## src/sv/packed_name_char_decoder_top_assert.svh

```systemverilog
// Assertion macros for the packed name character decoder top level.
`ifndef PACKED_NAME_CHAR_DECODER_TOP_ASSERT_SVH
`define PACKED_NAME_CHAR_DECODER_TOP_ASSERT_SVH

// The consequent must hold in the same cycle as the antecedent.
`define PNDC_ASSERT_SAME(label, ante, cons, msg) \
    label: assert property (@(posedge aclk) disable iff (!aresetn) (ante) |-> (cons)) \
        else $error(msg);

// The consequent must hold in the cycle after the antecedent.
`define PNDC_ASSERT_NEXT(label, ante, cons, msg) \
    label: assert property (@(posedge aclk) disable iff (!aresetn) (ante) |=> (cons)) \
        else $error(msg);

`endif

```

## src/sv/pndc_pkg.sv

```systemverilog
// Types, constants and decode functions shared by the packed name decoder.
package pndc_pkg;

    localparam logic [2:0] ENC_UTF8        = 3'd0;
    localparam logic [2:0] ENC_LOWER       = 3'd1;
    localparam logic [2:0] ENC_LUD         = 3'd2;
    localparam logic [2:0] ENC_FIRST_UPPER = 3'd3;
    localparam logic [2:0] ENC_ESCAPED     = 3'd4;

    localparam logic [0:0] REG_SPECIAL_A = 1'd0;
    localparam logic [0:0] REG_SPECIAL_B = 1'd1;
    localparam int unsigned CFG_IDX_W = 1;

    localparam logic [7:0] SPECIAL_A_RESET = 8'd46;
    localparam logic [7:0] SPECIAL_B_RESET = 8'd95;

    localparam logic [7:0] CHAR_LOWER_A = 8'h61;
    localparam logic [7:0] CHAR_LOWER_Z = 8'h7a;
    localparam logic [7:0] CHAR_UPPER_A = 8'h41;
    localparam logic [7:0] CHAR_ZERO    = 8'h30;
    localparam logic [7:0] CHAR_DOT     = 8'h2e;
    localparam logic [7:0] CHAR_UNDER   = 8'h5f;
    localparam logic [7:0] CHAR_DOLLAR  = 8'h24;
    localparam logic [7:0] CHAR_PIPE    = 8'h7c;
    localparam logic [7:0] CASE_OFFSET  = 8'd32;

    localparam logic [2:0] CODE5_BITS = 3'd5;
    localparam logic [2:0] CODE6_BITS = 3'd6;

    localparam int unsigned MAX_RES = 3;

    typedef struct packed {
        logic [7:0] data_byte;
        logic [2:0] encoding;
        logic       first_byte;
        logic       last_byte;
    } in_t;

    typedef struct packed {
        logic [7:0] char_code;
        logic       char_valid;
        logic       end_of_string;
        logic       bad_code;
        logic       run_last;
    } out_t;

    // Up to three results caused by one request, packed in order from slot 0.
    typedef struct packed {
        out_t [MAX_RES-1:0] res;
        logic [1:0]         cnt;
    } bundle_t;

    typedef struct packed {
        logic    valid;
        bundle_t bundle;
    } q_link_t;

    typedef struct packed {
        logic                 en;
        logic [CFG_IDX_W-1:0] idx;
        logic [7:0]           data;
    } cfg_wr_t;

    typedef struct packed {
        logic err;
        logic fcp;
        logic esc;
    } rel_st_t;

    typedef struct packed {
        rel_st_t st;
        logic    put;
        out_t    res;
    } rel_out_t;

    function automatic logic [7:0] to_upper(input logic [7:0] c);
        logic [7:0] r;
        r = c;
        if (c >= CHAR_LOWER_A && c <= CHAR_LOWER_Z) begin
            r = c - CASE_OFFSET;
        end
        return r;
    endfunction

    // Decodes one released code and updates the per-string flags.
    function automatic rel_out_t release_code(input logic [5:0] code,
                                              input logic [2:0] enc,
                                              input rel_st_t    st,
                                              input logic [7:0] spa,
                                              input logic [7:0] spb);
        rel_out_t   r;
        logic [7:0] ch;
        logic [7:0] code8;
        logic       bad;
        r     = '0;
        r.st  = st;
        ch    = '0;
        bad   = 1'b0;
        code8 = {2'b00, code};
        if (!st.err) begin
            if (enc == ENC_LUD) begin
                if (code inside {[6'd0:6'd25]}) begin
                    ch = CHAR_LOWER_A + code8;
                end else if (code inside {[6'd26:6'd51]}) begin
                    ch = CHAR_UPPER_A + code8 - 8'd26;
                end else if (code inside {[6'd52:6'd61]}) begin
                    ch = CHAR_ZERO + code8 - 8'd52;
                end else if (code == 6'd62) begin
                    ch = spa;
                end else begin
                    ch = spb;
                end
            end else begin
                if (code inside {[6'd0:6'd25]}) begin
                    ch = CHAR_LOWER_A + code8;
                end else if (code == 6'd26) begin
                    ch = CHAR_DOT;
                end else if (code == 6'd27) begin
                    ch = CHAR_UNDER;
                end else if (code == 6'd28) begin
                    ch = CHAR_DOLLAR;
                end else if (code == 6'd29) begin
                    ch = CHAR_PIPE;
                end else begin
                    bad = 1'b1;
                end
            end
            if (bad) begin
                r.put          = 1'b1;
                r.res.bad_code = 1'b1;
                r.st.err       = 1'b1;
            end else begin
                if (enc == ENC_FIRST_UPPER && st.fcp) begin
                    ch = to_upper(ch);
                end
                r.st.fcp = 1'b0;
                if (enc == ENC_ESCAPED) begin
                    if (st.esc) begin
                        r.st.esc         = 1'b0;
                        r.put            = 1'b1;
                        r.res.char_code  = to_upper(ch);
                        r.res.char_valid = 1'b1;
                    end else if (ch == CHAR_PIPE) begin
                        r.st.esc = 1'b1;
                    end else begin
                        r.put            = 1'b1;
                        r.res.char_code  = ch;
                        r.res.char_valid = 1'b1;
                    end
                end else begin
                    r.put            = 1'b1;
                    r.res.char_code  = ch;
                    r.res.char_valid = 1'b1;
                end
            end
        end
        return r;
    endfunction

endpackage

```

## src/sv/pndc_front.sv

```systemverilog
// Front end: accepts bytes, holds the string state and builds result bundles.
module pndc_front (
    input  logic              aclk,
    input  logic              aresetn,
    input  logic              s_valid,
    output logic              s_ready,
    input  pndc_pkg::in_t     s_data,
    input  pndc_pkg::cfg_wr_t cfg_wr,
    input  logic              q_full,
    output pndc_pkg::q_link_t q_wr
);

    logic [7:0]        spa_reg;
    logic [7:0]        spb_reg;
    logic [12:0]       acc_reg, acc_next;
    logic [3:0]        cnt_reg, cnt_next;
    logic              strip_reg, strip_next;
    logic [5:0]        held_reg, held_next;
    logic              hv_reg, hv_next;
    pndc_pkg::rel_st_t rs_reg, rs_next;

    logic    accept;
    logic    coded;
    logic [2:0] k;
    logic [3:0] sh;
    logic [12:0] shifted;
    logic [5:0] code;
    logic [1:0] n;
    pndc_pkg::rel_out_t ro;
    pndc_pkg::out_t [pndc_pkg::MAX_RES-1:0] res;
    pndc_pkg::out_t tail;

    assign s_ready = !q_full;
    assign accept  = s_valid && s_ready;
    assign coded   = s_data.encoding inside {[pndc_pkg::ENC_LOWER:pndc_pkg::ENC_ESCAPED]};
    assign k       = (s_data.encoding == pndc_pkg::ENC_LUD) ? pndc_pkg::CODE6_BITS
                                                           : pndc_pkg::CODE5_BITS;

    always_comb begin
        acc_next    = acc_reg;
        cnt_next    = cnt_reg;
        strip_next  = strip_reg;
        held_next   = held_reg;
        hv_next     = hv_reg;
        rs_next     = rs_reg;
        res         = '0;
        n           = 2'd0;
        sh          = '0;
        shifted     = '0;
        code        = '0;
        ro          = '0;
        tail        = '0;

        if (s_data.first_byte) begin
            acc_next   = '0;
            cnt_next   = '0;
            strip_next = 1'b0;
            held_next  = '0;
            hv_next    = 1'b0;
            rs_next    = '{err: 1'b0, fcp: 1'b1, esc: 1'b0};
        end

        if (!coded) begin
            tail.char_code  = s_data.data_byte;
            tail.char_valid = 1'b1;
            res[n]          = tail;
            n               = n + 2'd1;
        end else if (!rs_next.err) begin
            if (s_data.first_byte) begin
                strip_next = s_data.data_byte[7];
                acc_next   = {6'd0, s_data.data_byte[6:0]};
                cnt_next   = 4'd7;
            end else begin
                acc_next = {acc_next[4:0], s_data.data_byte};
                cnt_next = cnt_next + 4'd8;
            end
            // A byte yields at most two codes, whatever the bits left over.
            for (int i = 0; i < 2; i++) begin
                if (!rs_next.err && cnt_next >= {1'b0, k}) begin
                    sh      = cnt_next - {1'b0, k};
                    shifted = acc_next >> sh;
                    code    = (k == pndc_pkg::CODE6_BITS) ? shifted[5:0]
                                                          : {1'b0, shifted[4:0]};
                    cnt_next = sh;
                    acc_next = acc_next & ((13'd1 << cnt_next) - 13'd1);
                    if (hv_next) begin
                        ro      = pndc_pkg::release_code(held_next, s_data.encoding, rs_next,
                                                         spa_reg, spb_reg);
                        rs_next = ro.st;
                        if (ro.put && n != 2'd3) begin
                            res[n] = ro.res;
                            n      = n + 2'd1;
                        end
                    end
                    held_next = code;
                    hv_next   = 1'b1;
                end
            end
        end

        if (s_data.last_byte) begin
            if (coded && hv_next && !strip_next) begin
                ro      = pndc_pkg::release_code(held_next, s_data.encoding, rs_next,
                                                 spa_reg, spb_reg);
                rs_next = ro.st;
                if (ro.put && n != 2'd3) begin
                    res[n] = ro.res;
                    n      = n + 2'd1;
                end
            end
            if (n == 2'd0) begin
                tail          = '0;
                tail.bad_code = rs_next.err;
                res[n]        = tail;
                n             = n + 2'd1;
            end
            res[n - 2'd1].end_of_string = 1'b1;
            acc_next   = '0;
            cnt_next   = '0;
            strip_next = 1'b0;
            held_next  = '0;
            hv_next    = 1'b0;
            rs_next    = '{err: 1'b0, fcp: 1'b1, esc: 1'b0};
        end

        if (n != 2'd0) begin
            res[n - 2'd1].run_last = 1'b1;
        end
    end

    assign q_wr.valid      = accept && (n != 2'd0);
    assign q_wr.bundle.res = res;
    assign q_wr.bundle.cnt = n;

    always_ff @(posedge aclk) begin
        if (!aresetn) begin
            spa_reg   <= pndc_pkg::SPECIAL_A_RESET;
            spb_reg   <= pndc_pkg::SPECIAL_B_RESET;
            acc_reg   <= '0;
            cnt_reg   <= '0;
            strip_reg <= 1'b0;
            held_reg  <= '0;
            hv_reg    <= 1'b0;
            rs_reg    <= '{err: 1'b0, fcp: 1'b1, esc: 1'b0};
        end else begin
            if (cfg_wr.en && cfg_wr.idx == pndc_pkg::REG_SPECIAL_A) begin
                spa_reg <= cfg_wr.data;
            end
            if (cfg_wr.en && cfg_wr.idx == pndc_pkg::REG_SPECIAL_B) begin
                spb_reg <= cfg_wr.data;
            end
            if (accept) begin
                acc_reg   <= acc_next;
                cnt_reg   <= cnt_next;
                strip_reg <= strip_next;
                held_reg  <= held_next;
                hv_reg    <= hv_next;
                rs_reg    <= rs_next;
            end
        end
    end

endmodule

```

## src/sv/pndc_queue.sv

```systemverilog
// Short first-in first-out queue of result bundles between front and back.
module pndc_queue #(
    parameter int unsigned DEPTH = 2
) (
    input  logic              aclk,
    input  logic              aresetn,
    input  pndc_pkg::q_link_t q_wr,
    output logic              q_full,
    output pndc_pkg::q_link_t q_rd,
    input  logic              q_pop
);

    localparam int unsigned PTR_W = $clog2(DEPTH);
    localparam int unsigned CNT_W = $clog2(DEPTH + 1);

    pndc_pkg::bundle_t mem_reg [DEPTH];
    logic [PTR_W-1:0]  wr_ptr_reg, wr_ptr_next;
    logic [PTR_W-1:0]  rd_ptr_reg, rd_ptr_next;
    logic [CNT_W-1:0]  count_reg, count_next;
    logic              push;
    logic              pop;

    assign q_full      = (count_reg == CNT_W'(DEPTH));
    assign q_rd.valid  = (count_reg != '0);
    assign q_rd.bundle = mem_reg[rd_ptr_reg];
    assign push        = q_wr.valid && !q_full;
    assign pop         = q_pop && q_rd.valid;

    always_comb begin
        wr_ptr_next = wr_ptr_reg;
        rd_ptr_next = rd_ptr_reg;
        count_next  = count_reg;
        if (push) begin
            wr_ptr_next = (wr_ptr_reg == PTR_W'(DEPTH - 1)) ? '0 : wr_ptr_reg + 1'b1;
        end
        if (pop) begin
            rd_ptr_next = (rd_ptr_reg == PTR_W'(DEPTH - 1)) ? '0 : rd_ptr_reg + 1'b1;
        end
        if (push && !pop) begin
            count_next = count_reg + 1'b1;
        end else if (pop && !push) begin
            count_next = count_reg - 1'b1;
        end
    end

    always_ff @(posedge aclk) begin
        if (!aresetn) begin
            wr_ptr_reg <= '0;
            rd_ptr_reg <= '0;
            count_reg  <= '0;
        end else begin
            wr_ptr_reg <= wr_ptr_next;
            rd_ptr_reg <= rd_ptr_next;
            count_reg  <= count_next;
        end
    end

    always_ff @(posedge aclk) begin
        if (push) begin
            mem_reg[wr_ptr_reg] <= q_wr.bundle;
        end
    end

endmodule

```

## src/sv/pndc_back.sv

```systemverilog
// Back end: hands out the results of each bundle through an output register.
module pndc_back (
    input  logic              aclk,
    input  logic              aresetn,
    input  pndc_pkg::q_link_t q_rd,
    output logic              q_pop,
    output logic              m_valid,
    input  logic              m_ready,
    output pndc_pkg::out_t    m_data
);

    logic [1:0]     idx_reg, idx_next;
    logic           m_valid_reg, m_valid_next;
    pndc_pkg::out_t m_data_reg;
    logic           load;
    logic           last_slot;

    assign load      = q_rd.valid && (!m_valid_reg || m_ready);
    assign last_slot = (idx_reg == q_rd.bundle.cnt - 2'd1);
    assign q_pop     = load && last_slot;
    assign m_valid   = m_valid_reg;
    assign m_data    = m_data_reg;

    always_comb begin
        idx_next     = idx_reg;
        m_valid_next = m_valid_reg;
        if (load) begin
            idx_next     = last_slot ? 2'd0 : idx_reg + 2'd1;
            m_valid_next = 1'b1;
        end else if (m_ready) begin
            m_valid_next = 1'b0;
        end
    end

    always_ff @(posedge aclk) begin
        if (!aresetn) begin
            idx_reg     <= '0;
            m_valid_reg <= 1'b0;
        end else begin
            idx_reg     <= idx_next;
            m_valid_reg <= m_valid_next;
        end
    end

    always_ff @(posedge aclk) begin
        if (load) begin
            m_data_reg <= q_rd.bundle.res[idx_reg];
        end
    end

endmodule

```

## src/sv/packed_name_char_decoder_top.sv

```systemverilog
// Path: an accepted request's results are written into the queue memory and then, one at
// a time, into the output register that drives m_data.
// Throughput: one request per cycle is taken while the queue has room; the output side
// hands out one result per cycle while the receiver keeps taking them.
// Reset: aresetn is synchronous and active low; it empties the queue and output register,
// clears the string state and restores both special character registers.
`include "packed_name_char_decoder_top_assert.svh"

module packed_name_char_decoder_top #(
    parameter int unsigned QUEUE_DEPTH = 2
) (
    input  logic                           aclk,
    input  logic                           aresetn,
    input  logic                           s_valid,
    output logic                           s_ready,
    input  pndc_pkg::in_t                  s_data,
    output logic                           m_valid,
    input  logic                           m_ready,
    output pndc_pkg::out_t                 m_data,
    input  logic                           cfg_wr_en,
    input  logic [pndc_pkg::CFG_IDX_W-1:0] cfg_index,
    input  logic [7:0]                     cfg_wr_data
);

    // The front end decodes each request combinationally: it unpacks up to two codes
    // from the bit accumulator, releases the code held back from before, and on the
    // last byte of a string releases the held code unless the strip flag asks for it
    // to be dropped. All results a request causes are gathered into one bundle.
    pndc_pkg::cfg_wr_t cfg_wr;
    pndc_pkg::q_link_t q_wr;
    pndc_pkg::q_link_t q_rd;
    logic              q_full;
    logic              q_pop;
    logic              in_last_acc;
    logic              m_eos;
    logic              m_empty;
    logic              m_empty_ok;

    assign cfg_wr.en   = cfg_wr_en;
    assign cfg_wr.idx  = cfg_index;
    assign cfg_wr.data = cfg_wr_data;

    pndc_front u_front (
        .aclk    (aclk),
        .aresetn (aresetn),
        .s_valid (s_valid),
        .s_ready (s_ready),
        .s_data  (s_data),
        .cfg_wr  (cfg_wr),
        .q_full  (q_full),
        .q_wr    (q_wr)
    );

    // The queue lets the front end carry on with new bytes while the back end is still
    // handing out the characters of an earlier byte, or while the output is stalled.
    pndc_queue #(
        .DEPTH (QUEUE_DEPTH)
    ) u_queue (
        .aclk    (aclk),
        .aresetn (aresetn),
        .q_wr    (q_wr),
        .q_full  (q_full),
        .q_rd    (q_rd),
        .q_pop   (q_pop)
    );

    // The back end walks through the bundle at the head of the queue, one result per
    // cycle while the receiver keeps up, into an output register that keeps the two sides apart.
    pndc_back u_back (
        .aclk    (aclk),
        .aresetn (aresetn),
        .q_rd    (q_rd),
        .q_pop   (q_pop),
        .m_valid (m_valid),
        .m_ready (m_ready),
        .m_data  (m_data)
    );

    // Short names for the conditions that the checks below look at.
    assign in_last_acc = s_valid && s_ready && s_data.last_byte;
    assign m_eos       = m_valid && m_data.end_of_string;
    assign m_empty     = m_valid && !m_data.char_valid;
    assign m_empty_ok  = m_data.run_last && (m_data.char_code == 8'd0);

    // A string's final byte always causes at least one result, so a bundle must be
    // waiting in the queue in the following cycle.
    `PNDC_ASSERT_NEXT(a_last_byte_queued, in_last_acc, q_rd.valid, "last byte left no bundle")
    // The end of a string is always marked on the final result of its request.
    `PNDC_ASSERT_SAME(a_eos_is_run_last, m_eos, m_data.run_last, "end of string not last")
    // A result without a character is either an error or an end marker and ends the request.
    `PNDC_ASSERT_SAME(a_empty_result_last, m_empty, m_empty_ok, "empty result not final")

endmodule

```

## config.mk

```make
export PLATFORM = sky130hd
export DESIGN_NAME = packed_name_char_decoder_top
export DESIGN_NICKNAME = d
export VERILOG_FILES = /design/src/sv/pndc_pkg.sv /design/src/sv/pndc_front.sv /design/src/sv/pndc_queue.sv /design/src/sv/pndc_back.sv /design/src/sv/packed_name_char_decoder_top.sv
export VERILOG_INCLUDE_DIRS = /design/src /design/src/sv
export SDC_FILE = /design/constraint.sdc
export NUM_CORES = 1
export LEC_CHECK = 0
export BUFFER_PORTS_ARGS = -buffer_cell sky130_fd_sc_hd__buf_2
export CAP_MARGIN = 10
export CORE_MARGIN = 10
export CORE_UTILIZATION = 58
export DETAILED_ROUTE_END_ITERATION = 8
export GPL_TIMING_DRIVEN = 0
export MAX_ROUTING_LAYER = met4
export PLACE_DENSITY = 0.82
export SYNTH_ARGS = -nofsm -noshare
export SYNTH_HDL_FRONTEND = slang
export SYNTH_SLANG_ARGS = --single-unit
export TNS_END_PERCENT = 30
```

## constraint.sdc

```tcl
create_clock -name aclk -period 16.6 [get_ports aclk]
set_input_delay 4.98 -clock aclk [delete_from_list [all_inputs] [get_ports aclk]]
set_output_delay 4.98 -clock aclk [all_outputs]
set_load 0.02 [all_outputs]
```

==> impl_metrics.env, run 1 <==
export IMPL_finalSetupViolations=0
export IMPL_yosys_warnings=0
export IMPL_critPathKind="primary input to register"
export IMPL_grt_overflow_total=0
export IMPL_initialDrtViolationCount=1859
export IMPL_clock_skew_ns=0.0116
export IMPL_arrival_ns=16.58
export IMPL_rows=53
export IMPL_startpoint_type="primary input"
export IMPL_crit_path_start="s_data[4]"
export IMPL_hold_class="register to register"
export IMPL_synthArstFlopShare_pct=0
export IMPL_routed_via_count=12400
export IMPL_globalplace_congestion=1.07
export IMPL_cts_tree="yes"
export IMPL_synthFlopType="edfxtp_1"
export IMPL_synth_area_leader_cell="edfxtp_1"
export IMPL_r2r_start="u_front.cnt_reg[1]"
export IMPL_die_w_um=165
export IMPL_syn_area_um2=12200
export IMPL_cp_max_fo=13
export IMPL_die_y_um=165
export IMPL_synthAdderAreaFrac_pct=6.88
export IMPL_fin_crit_sh_pct=97.8
export IMPL_nets=1573
export IMPL_synth_most_common_cell="nand2_1"
export IMPL_clock_power_share_pct=22.4
export IMPL_synthTopCellsByCount="nand2_1, nor2_1, edfxtp_1, inv_1, ha_1"
export IMPL_maxSlewViolCount=0
export IMPL_post_route_min_period_ns=16.23
export IMPL_worst_pin_slew_ns=1.05
export IMPL_start_util_pct=58.5
export IMPL_p_switching_uw=731
export IMPL_synth_xor_area_share_pct=2.74
export IMPL_synth_edf_count=88
export IMPL_run_status="finished clean"
export IMPL_area_growth_pct=10.0
export IMPL_p_leak_uw=0.00525
export IMPL_synth_top_area_share_pct=21.6
export IMPL_cts_hold_fix_buffers=0
export IMPL_p_sw_share_pct=43.8
export IMPL_h_tree_depth=4
export IMPL_grt_usage_pct=32.4
export IMPL_whs_ns=0.487
export IMPL_cpMaxStageDelayCell="or3b_2"
export IMPL_clockBufferDepth=2
export IMPL_grt_pass1_vias=11500
export IMPL_drive_gt1_share_pct=14.7
export IMPL_clkLatencyLatePin_ns=0.43
export IMPL_yosys_area_share_simple_pct=22.3
export IMPL_syn_avg_cell_area_um2=8.58
export IMPL_antenna_found_initial=0
export IMPL_synth_compound_area_share_pct=25.5
export IMPL_antenna_cells=0
export IMPL_max_stage_delay_ns=0.64
export IMPL_final_cell_area_um2=13400
export IMPL_synth_top_family_by_area="compound AO/OA/AOI/OAI gates"
export IMPL_total_power_uw=1670
export IMPL_port_buffers=39
export IMPL_final_hold_violation_count=0
export IMPL_largest_reg_flops=76
export IMPL_synthMuxAreaShare_pct=8.51
export IMPL_cts_root_buffer="clkbuf_16"
export IMPL_relSlewSlack_pct=29.8
export IMPL_combinationalPowerShare_pct=49.6
export IMPL_ys_types=113
export IMPL_dp_hpwl_mm=33.2
export IMPL_drc=0
export IMPL_power_frac_seq_pct=28.0
export IMPL_fill_cells=1777
export IMPL_ys_seq_area_share_pct=28.8
export IMPL_cts_inserted_buffers=17
export IMPL_io_pins=41
export IMPL_syn_instance_count=1424
export IMPL_final_antenna_net_count=0
export IMPL_drv_cap=0
export IMPL_hold_start="u_front.spb_reg[5]"
export IMPL_grt_pass1_wl_mm=66.6
export IMPL_crit_path_end_kind="register"
export IMPL_numClockSinks=132
export IMPL_drt_first_pass_iters=8
export IMPL_wl_per_cell_um=24.6
export IMPL_ys_seq_elements=132
export IMPL_ys_top_cells_by_area="edfxtp_1, dfxtp_1, ha_1, nand2_1, mux2i_1"
export IMPL_cts_clk_slew_worst_paths_ns=0.07
export IMPL_irDropWorstVdd_mv=0.0765
export IMPL_worstPathRequired_ns=16.95
export IMPL_vias_per_cell=7.00
export IMPL_core_area_um2=20900
export IMPL_grt_max_degree=39
export IMPL_p_per_area_nw_per_um2=124
export IMPL_p_int_uw=940
export IMPL_drt_wl_total_mm=43.5
export IMPL_die_area_um2=27300
export IMPL_placed_area_um2=12800
export IMPL_synth_nets=1517
export IMPL_max_freq_ghz=0.0616
==> final timing paths <==
path	end	slack, ns	cells past startpoint
worst max register to register	u_queue.count_reg[1]	5.87	37
worst min-delay path	u_front.spb_reg[5]	0.49	2
worst min register to register	u_front.spb_reg[5]	0.49	2
worst max-delay path	u_queue.count_reg[1]	0.37	40
==> metal layers <==
| metal | GRT usage (%) | routed length, um | vias up |
|---|---|---|---|
| li1 | - | - | 5530 |
| met5 | - | 0 | - |
| met4 | 15.2 | 2250 | 0 |
| met1 | 40.7 | 16800 | 5834 |
| met3 | 7.26 | 4810 | 149 |
| met2 | 48.9 | 19700 | 855 |
==> kinds of logic after synthesis <==
kind of cell,after synthesis
AO/OA/AOI/OAI,421
XOR/XNOR,36
adder cells (fa/ha/maj),66
buffers and inverters,148
flip-flops,132
multiplexers,79
AND/OR/NAND/NOR,542
==> metrics by stage <==
step                cells   TNS, ns  setup slack, ns  utilization [%]
finish               1768         0            0.367             64.3
global placement     1738   -163.65            -2.78             61.1
floorplan            1424         0            0.765                -
detailed placement   1740    -67.99            -1.03             61.2
global route         1768  -0.00207         -0.00207             64.3
CTS                  1770         0           0.0307             64.1
==> layout make-up <==
class                      count  area [um^2]  share of cell area (%)
clock inverter                13          131                   0.977
timing repair buffer          42          234                    1.74
inverter                      73          282                    2.09
sequential                   132         3520                    26.2
tap                          275          344                    2.56
buffer                        70          343                    2.55
clock buffer                  19          454                    3.38
multi-input combinational   1144         8130                    60.5
==> timing repair <==
action / in CTS / in global routing
setup endpoints to repair: 72 / 132
buffers inserted: 0 / 0
gates resized for setup: 5 / 19
==> power groups by stage <==
stage,Combinational (uW),Clock [uW],Sequential [uW]
6_report,828,374,468
5_1_grt,889,389,472
4_1_cts,798,375,468
3_5_place_dp,785,0,473
3_3_place_gp,762,0,467
2_1_floorplan,538,0,486
==> critical path, delay by kind of cell <==
family	cells	cell delay, ns
buffers and inverters	13	3.07
AOI/OAI and AO/OA	10	2.73
adders and majority gates	7	2.53
and+or+nand+nor	7	2.23
xor gates and xnor gates	2	0.68
muxes	1	0.33
==> cells in the final DEF, fill, tap and decap left out, types with 17 or more instances in the layout <==
cell       count
a31oi_1       22
inv_1         65
mux2i_1       45
nand2b_1      17
nor3_1        37
clkbuf_1      44
o211ai_1      20
clkbuf_16     18
o21ai_0       61
nand2_1      175
and2_1        22
mux4_2        18
ha_1          64
dfxtp_1       44
a21oi_1       57
buf_2         51
a22oi_1       17
edfxtp_1      88
nor2_1       115
o22ai_1       31
xnor2_1       23
nand3_1       46
No activity file was read; power rests on OpenSTA's default activity.
==> run 2, diff against run 1 <==
Settings changed: GPL_TIMING_DRIVEN 0 to not set.
==> run 2 against run 1 <==
Effect of this change:
- hold slack better by 0.0040 ns
- combinational power shrank 3.9%
- fmax increased by 3.7%
- total power down 2.3%
- critical path type unchanged
- largest cell class unchanged
==> impl_metrics.env, run 2 (synthesis gave the netlist of run 1 again) <==
export IMPL_post_cts_buffers=0
export IMPL_crit_path_end_kind="register"
export IMPL_final_antenna_net_count=0
export IMPL_p_leak_uw=0.00519
export IMPL_die_y_um=165
export IMPL_startpoint_type="primary input"
export IMPL_relSlewSlack_pct=22.5
export IMPL_hold_class="register to register"
export IMPL_whs_ns=0.491
export IMPL_post_route_min_period_ns=15.65
export IMPL_drt_first_pass_iters=6
export IMPL_rows=53
export IMPL_die_w_um=165
export IMPL_critPathKind="primary input to register"
export IMPL_worst_pin_slew_ns=1.16
export IMPL_cts_inserted_buffers=17
export IMPL_nets=1532
export IMPL_clock_skew_ns=0.0143
export IMPL_die_area_um2=27300
export IMPL_wl_per_cell_um=24.2
export IMPL_port_buffers=40
export IMPL_rsz0062_at_grt="no"
export IMPL_drive_gt1_share_pct=14.4
export IMPL_clkLatencyLatePin_ns=0.43
export IMPL_start_util_pct=58.5
export IMPL_core_area_um2=20900
export IMPL_grt_usage_pct=31.0
export IMPL_path_delay_family="compound AO/OA/AOI/OAI gates"
export IMPL_drc=0
export IMPL_cp_num_buf_inv=8
export IMPL_dp_hpwl_mm=31.5
export IMPL_drv_cap=0
export IMPL_io_pins=41
export IMPL_max_stage_delay_ns=0.85
export IMPL_initialDrtViolationCount=1782
export IMPL_ctsResizeCount=0
export IMPL_run_status="finished clean"
export IMPL_irDropWorstVdd_mv=0.0757
export IMPL_grt_max_degree=39
export IMPL_cts_hold_fix_buffers=0
export IMPL_grt_pass1_vias=11300
export IMPL_final_hold_violation_count=0
export IMPL_h_tree_depth=4
export IMPL_antenna_found_initial=0
export IMPL_worstPathRequired_ns=16.95
export IMPL_cp_max_fo=18
export IMPL_vias_per_cell=6.98
export IMPL_globalplace_congestion=1.11
export IMPL_layout_commonest_cell="nand2_1"
export IMPL_routed_via_count=12100
export IMPL_cts_root_buffer="clkbuf_16"
export IMPL_max_freq_ghz=0.0639
export IMPL_maxSlewViolCount=0
export IMPL_clockBufferDepth=2
export IMPL_finalSetupViolations=0
export IMPL_cts_tree="yes"
export IMPL_numClockSinks=132
export IMPL_drt_wl_total_mm=41.7
export IMPL_final_setup_tns_ns=0
export IMPL_cts_clk_slew_worst_paths_ns=0.06
export IMPL_largest_reg_flops=76
export IMPL_p_per_area_nw_per_um2=123
export IMPL_arrival_ns=15.99
export IMPL_antenna_cells=0
export IMPL_cpMaxStageDelayCell="a21oi_1"
export IMPL_grt_overflow_total=0
export IMPL_fin_crit_sh_pct=94.3
export IMPL_grt_pass1_wl_mm=64.2
export IMPL_mostFrequentLayoutCells="nand2_1, nor2_1, edfxtp_1, inv_1, ha_1"
export IMPL_area_growth_pct=8.32
[run 2: cell type report]
type | instances | area (um^2)
clock inverters | 15 | 133
fillers | 1731 | 7660
clock buffers | 17 | 425
flip-flops and latches | 132 | 3520
well taps | 275 | 344
inverters | 73 | 278
repair buffers | 71 | 458
multi-input cells | 1144 | 8070
[run 2: worst reg2reg max path: cells and delay by family (launching register included)]
kind / cells / cell delay [ns]
xor gates and xnor gates: 1 / 0.23
AOI/OAI and AO/OA: 15 / 4.32
and+or+nand+nor: 12 / 3.44
buffers and inverters: 3 / 0.56
DFF: 1 / 0.31
adders and majority gates: 5 / 1.85
[run 2: metal layers]
layer	vias to the layer above	GRT usage, %	share of wire (%)
met1	5632	39.7	40
met4	0	14.0	5.0
met5	-	-	0
met2	837	46.7	44
li1	5432	-	-
met3	160	6.32	11
[run 2: per-stage QoR]
| stage | util, % | cell area (um^2) | std cells | setup slack [ns] | total power, uW |
|---|---|---|---|---|---|
| floorplan | - | 12200 | 1424 | 0.765 | 1020 |
| global placement | 60.6 | 12700 | 1694 | 1.25 | 1240 |
| detailed placement | 60.6 | 12700 | 1694 | 0.864 | 1250 |
| CTS | 63.3 | 13200 | 1726 | 1.25 | 1610 |
| global route | 63.3 | 13200 | 1727 | 0.347 | 1710 |
| finish | 63.3 | 13200 | 1727 | 0.952 | 1630 |
[run 2: path summary, 6_finish.rpt]
path                       from              endpoint  slack (ns)  depth (start not counted)
max reg2reg  u_front.cnt_reg[1]  u_queue.count_reg[1]        5.80                         36
min          u_front.spa_reg[0]    u_front.spa_reg[0]        0.49                          2
max                   s_data[4]  u_queue.count_reg[1]        0.95                         39
min reg2reg  u_front.spa_reg[0]    u_front.spa_reg[0]        0.49                          2
[run 2: where the power goes]
part           switching, uW  internal, uW  total (uW)
Combinational            516           280         796
Clock                    150           206         357
Sequential              39.9           440         479
==> run 3, diff against run 2 <==
Settings changed: CELL_PAD_IN_SITES_DETAIL_PLACEMENT set to 1, CELL_PAD_IN_SITES_GLOBAL_PLACEMENT set to 1, CORE_UTILIZATION 58 to 45, PLACE_DENSITY 0.82 to 0.83.
==> run 3 against run 2 <==
Effect of this change:
- via count rose by 1.6%
- highest routed layer unchanged
- first-iteration DRC count is 32% lower
- setup slack worse by 0.19 ns
- total power increased by 3.9%
- core utilization fell by 14 points
==> impl_metrics.env, run 3 (synthesis gave the netlist of run 1 again) <==
export IMPL_cts_hold_fix_buffers=0
export IMPL_mostFrequentLayoutCells="nand2_1, nor2_1, edfxtp_1, inv_1, ha_1"
export IMPL_io_pins=41
export IMPL_hold_class="register to register"
export IMPL_final_hold_violation_count=0
export IMPL_critPathKind="primary input to register"
export IMPL_final_seq_area_um2=3520
export IMPL_cpMaxStageDelayCell="fa_1"
export IMPL_dp_hpwl_mm=35.8
export IMPL_wl_per_cell_um=27.2
export IMPL_run_status="finished clean"
export IMPL_layout_commonest_cell="nand2_1"
export IMPL_drt_wl_total_mm=48.7
export IMPL_worst_pin_slew_ns=1.02
export IMPL_dp_slack_ns=0.573
export IMPL_irDropWorstVdd_mv=0.0619
export IMPL_globalplace_congestion=1.02
export IMPL_die_y_um=185
export IMPL_p_leak_uw=0.00519
export IMPL_cts_root_buffer="clkbuf_16"
export IMPL_multi_input_area_um2=8070
export IMPL_grt_usage_pct=29.3
export IMPL_relSlewSlack_pct=32.0
export IMPL_numClockSinks=132
export IMPL_startpoint_type="primary input"
export IMPL_antenna_found_initial=0
export IMPL_antenna_cells=0
export IMPL_final_setup_tns_ns=0
export IMPL_drv_cap=0
export IMPL_die_w_um=185
export IMPL_post_route_min_period_ns=15.83
export IMPL_dp_cells=1756
export IMPL_clkLatencyLatePin_ns=0.44
export IMPL_area_growth_pct=9.08
export IMPL_fin_ws_ns=0.765
export IMPL_nets=1528
export IMPL_grt_pass1_vias=12400
export IMPL_vias_per_cell=6.85
export IMPL_initialDrtViolationCount=1216
export IMPL_drc=0
export IMPL_final_antenna_net_count=0
export IMPL_stdcell_count=1789
export IMPL_clockBufferDepth=2
export IMPL_crit_path_end_kind="register"
export IMPL_port_buffers=40
export IMPL_routed_via_count=12300
export IMPL_drive_gt1_share_pct=14.3
export IMPL_rows=60
export IMPL_cts_clk_slew_worst_paths_ns=0.07
export IMPL_cpMostUsedCell="ha_1"
export IMPL_rsz0062_at_grt="no"
export IMPL_h_tree_depth=4
export IMPL_grt_pass1_wl_mm=75.5
export IMPL_grt_max_degree=39
export IMPL_max_stage_delay_ns=0.70
export IMPL_finalSetupViolations=0
export IMPL_clock_skew_ns=0.0113
export IMPL_cts_inserted_buffers=17
export IMPL_post_cts_buffers=0
export IMPL_grt_overflow_total=0
export IMPL_drt_first_pass_iters=5
export IMPL_total_power_uw=1700
export IMPL_fill_cells=3158
export IMPL_worstPathRequired_ns=16.97
export IMPL_die_area_um2=34100
export IMPL_core_area_um2=26800
export IMPL_cts_tree="yes"
export IMPL_maxSlewViolCount=0
export IMPL_start_util_pct=45.6
export IMPL_max_freq_ghz=0.0632
export IMPL_p_per_area_nw_per_um2=127
export IMPL_whs_ns=0.490
export IMPL_fin_crit_sh_pct=95.4
export IMPL_cp_max_fo=19
export IMPL_arrival_ns=16.20
export IMPL_largest_reg_flops=76
run 3: cell types whose count changed in the layout (fill, tap and decap cells not counted), moves of 2 or more:
cell and change:
inv_8 +5, clkinv_1 -2, clkinv_2 -3, clkinv_8 +2, buf_4 -3, clkinv_4 -4
run 3: final cells by class:
type	count	share of cell area [%]
timing repair buffer	67	3.12
tap	341	3.20
clock inverter	15	1.35
inverter	73	2.08
clock buffer	17	3.19
sequential	132	26.4
multi-input combinational	1144	60.6
run 3: final timing paths:
check	start	endpoint	slack [ns]	depth (start not counted)
hold / removal	u_front.spa_reg[4]	u_front.spa_reg[4]	0.49	2
hold reg to reg	u_front.spa_reg[4]	u_front.spa_reg[4]	0.49	2
setup / recovery	s_data[4]	u_queue.count_reg[1]	0.77	37
setup reg to reg	u_front.cnt_reg[2]	u_queue.count_reg[1]	5.61	34
run 3: critical path: cells and delay by family:
family	cells	cell delay, ns
AOI/OAI and AO/OA	14	3.94
and+or+nand+nor	10	2.97
adders and majority gates	7	2.82
buffers and inverters	5	1.13
muxes	1	0.36
run 3: metal layers:
layer | up-vias | track usage, % | wire length [um]
met5 | - | - | 0
met4 | 0 | 12.4 | 1970
met3 | 111 | 4.43 | 3350
met2 | 591 | 47.0 | 23300
met1 | 6123 | 36.1 | 20100
li1 | 5428 | - | -
run 3: repair_timing:
action | in CTS | in global routing
endpoints found under the setup margin | 0 | 1
resized for setup | 0 | 2
hold endpoints to repair | 0 | 0
run 3: power by group:
part,total (uW),internal (uW),switching (uW)
clock,400,216,184
sequential,479,439,40.3
combinational,816,278,538
run 3: per-stage QoR:
stage                     util [%]  area, um^2
final                         49.7       13300
after detailed placement      47.4       12700
after global placement        47.4       12700
after CTS                     49.7       13300
after global routing          49.7       13300
after floorplan                  -       12200
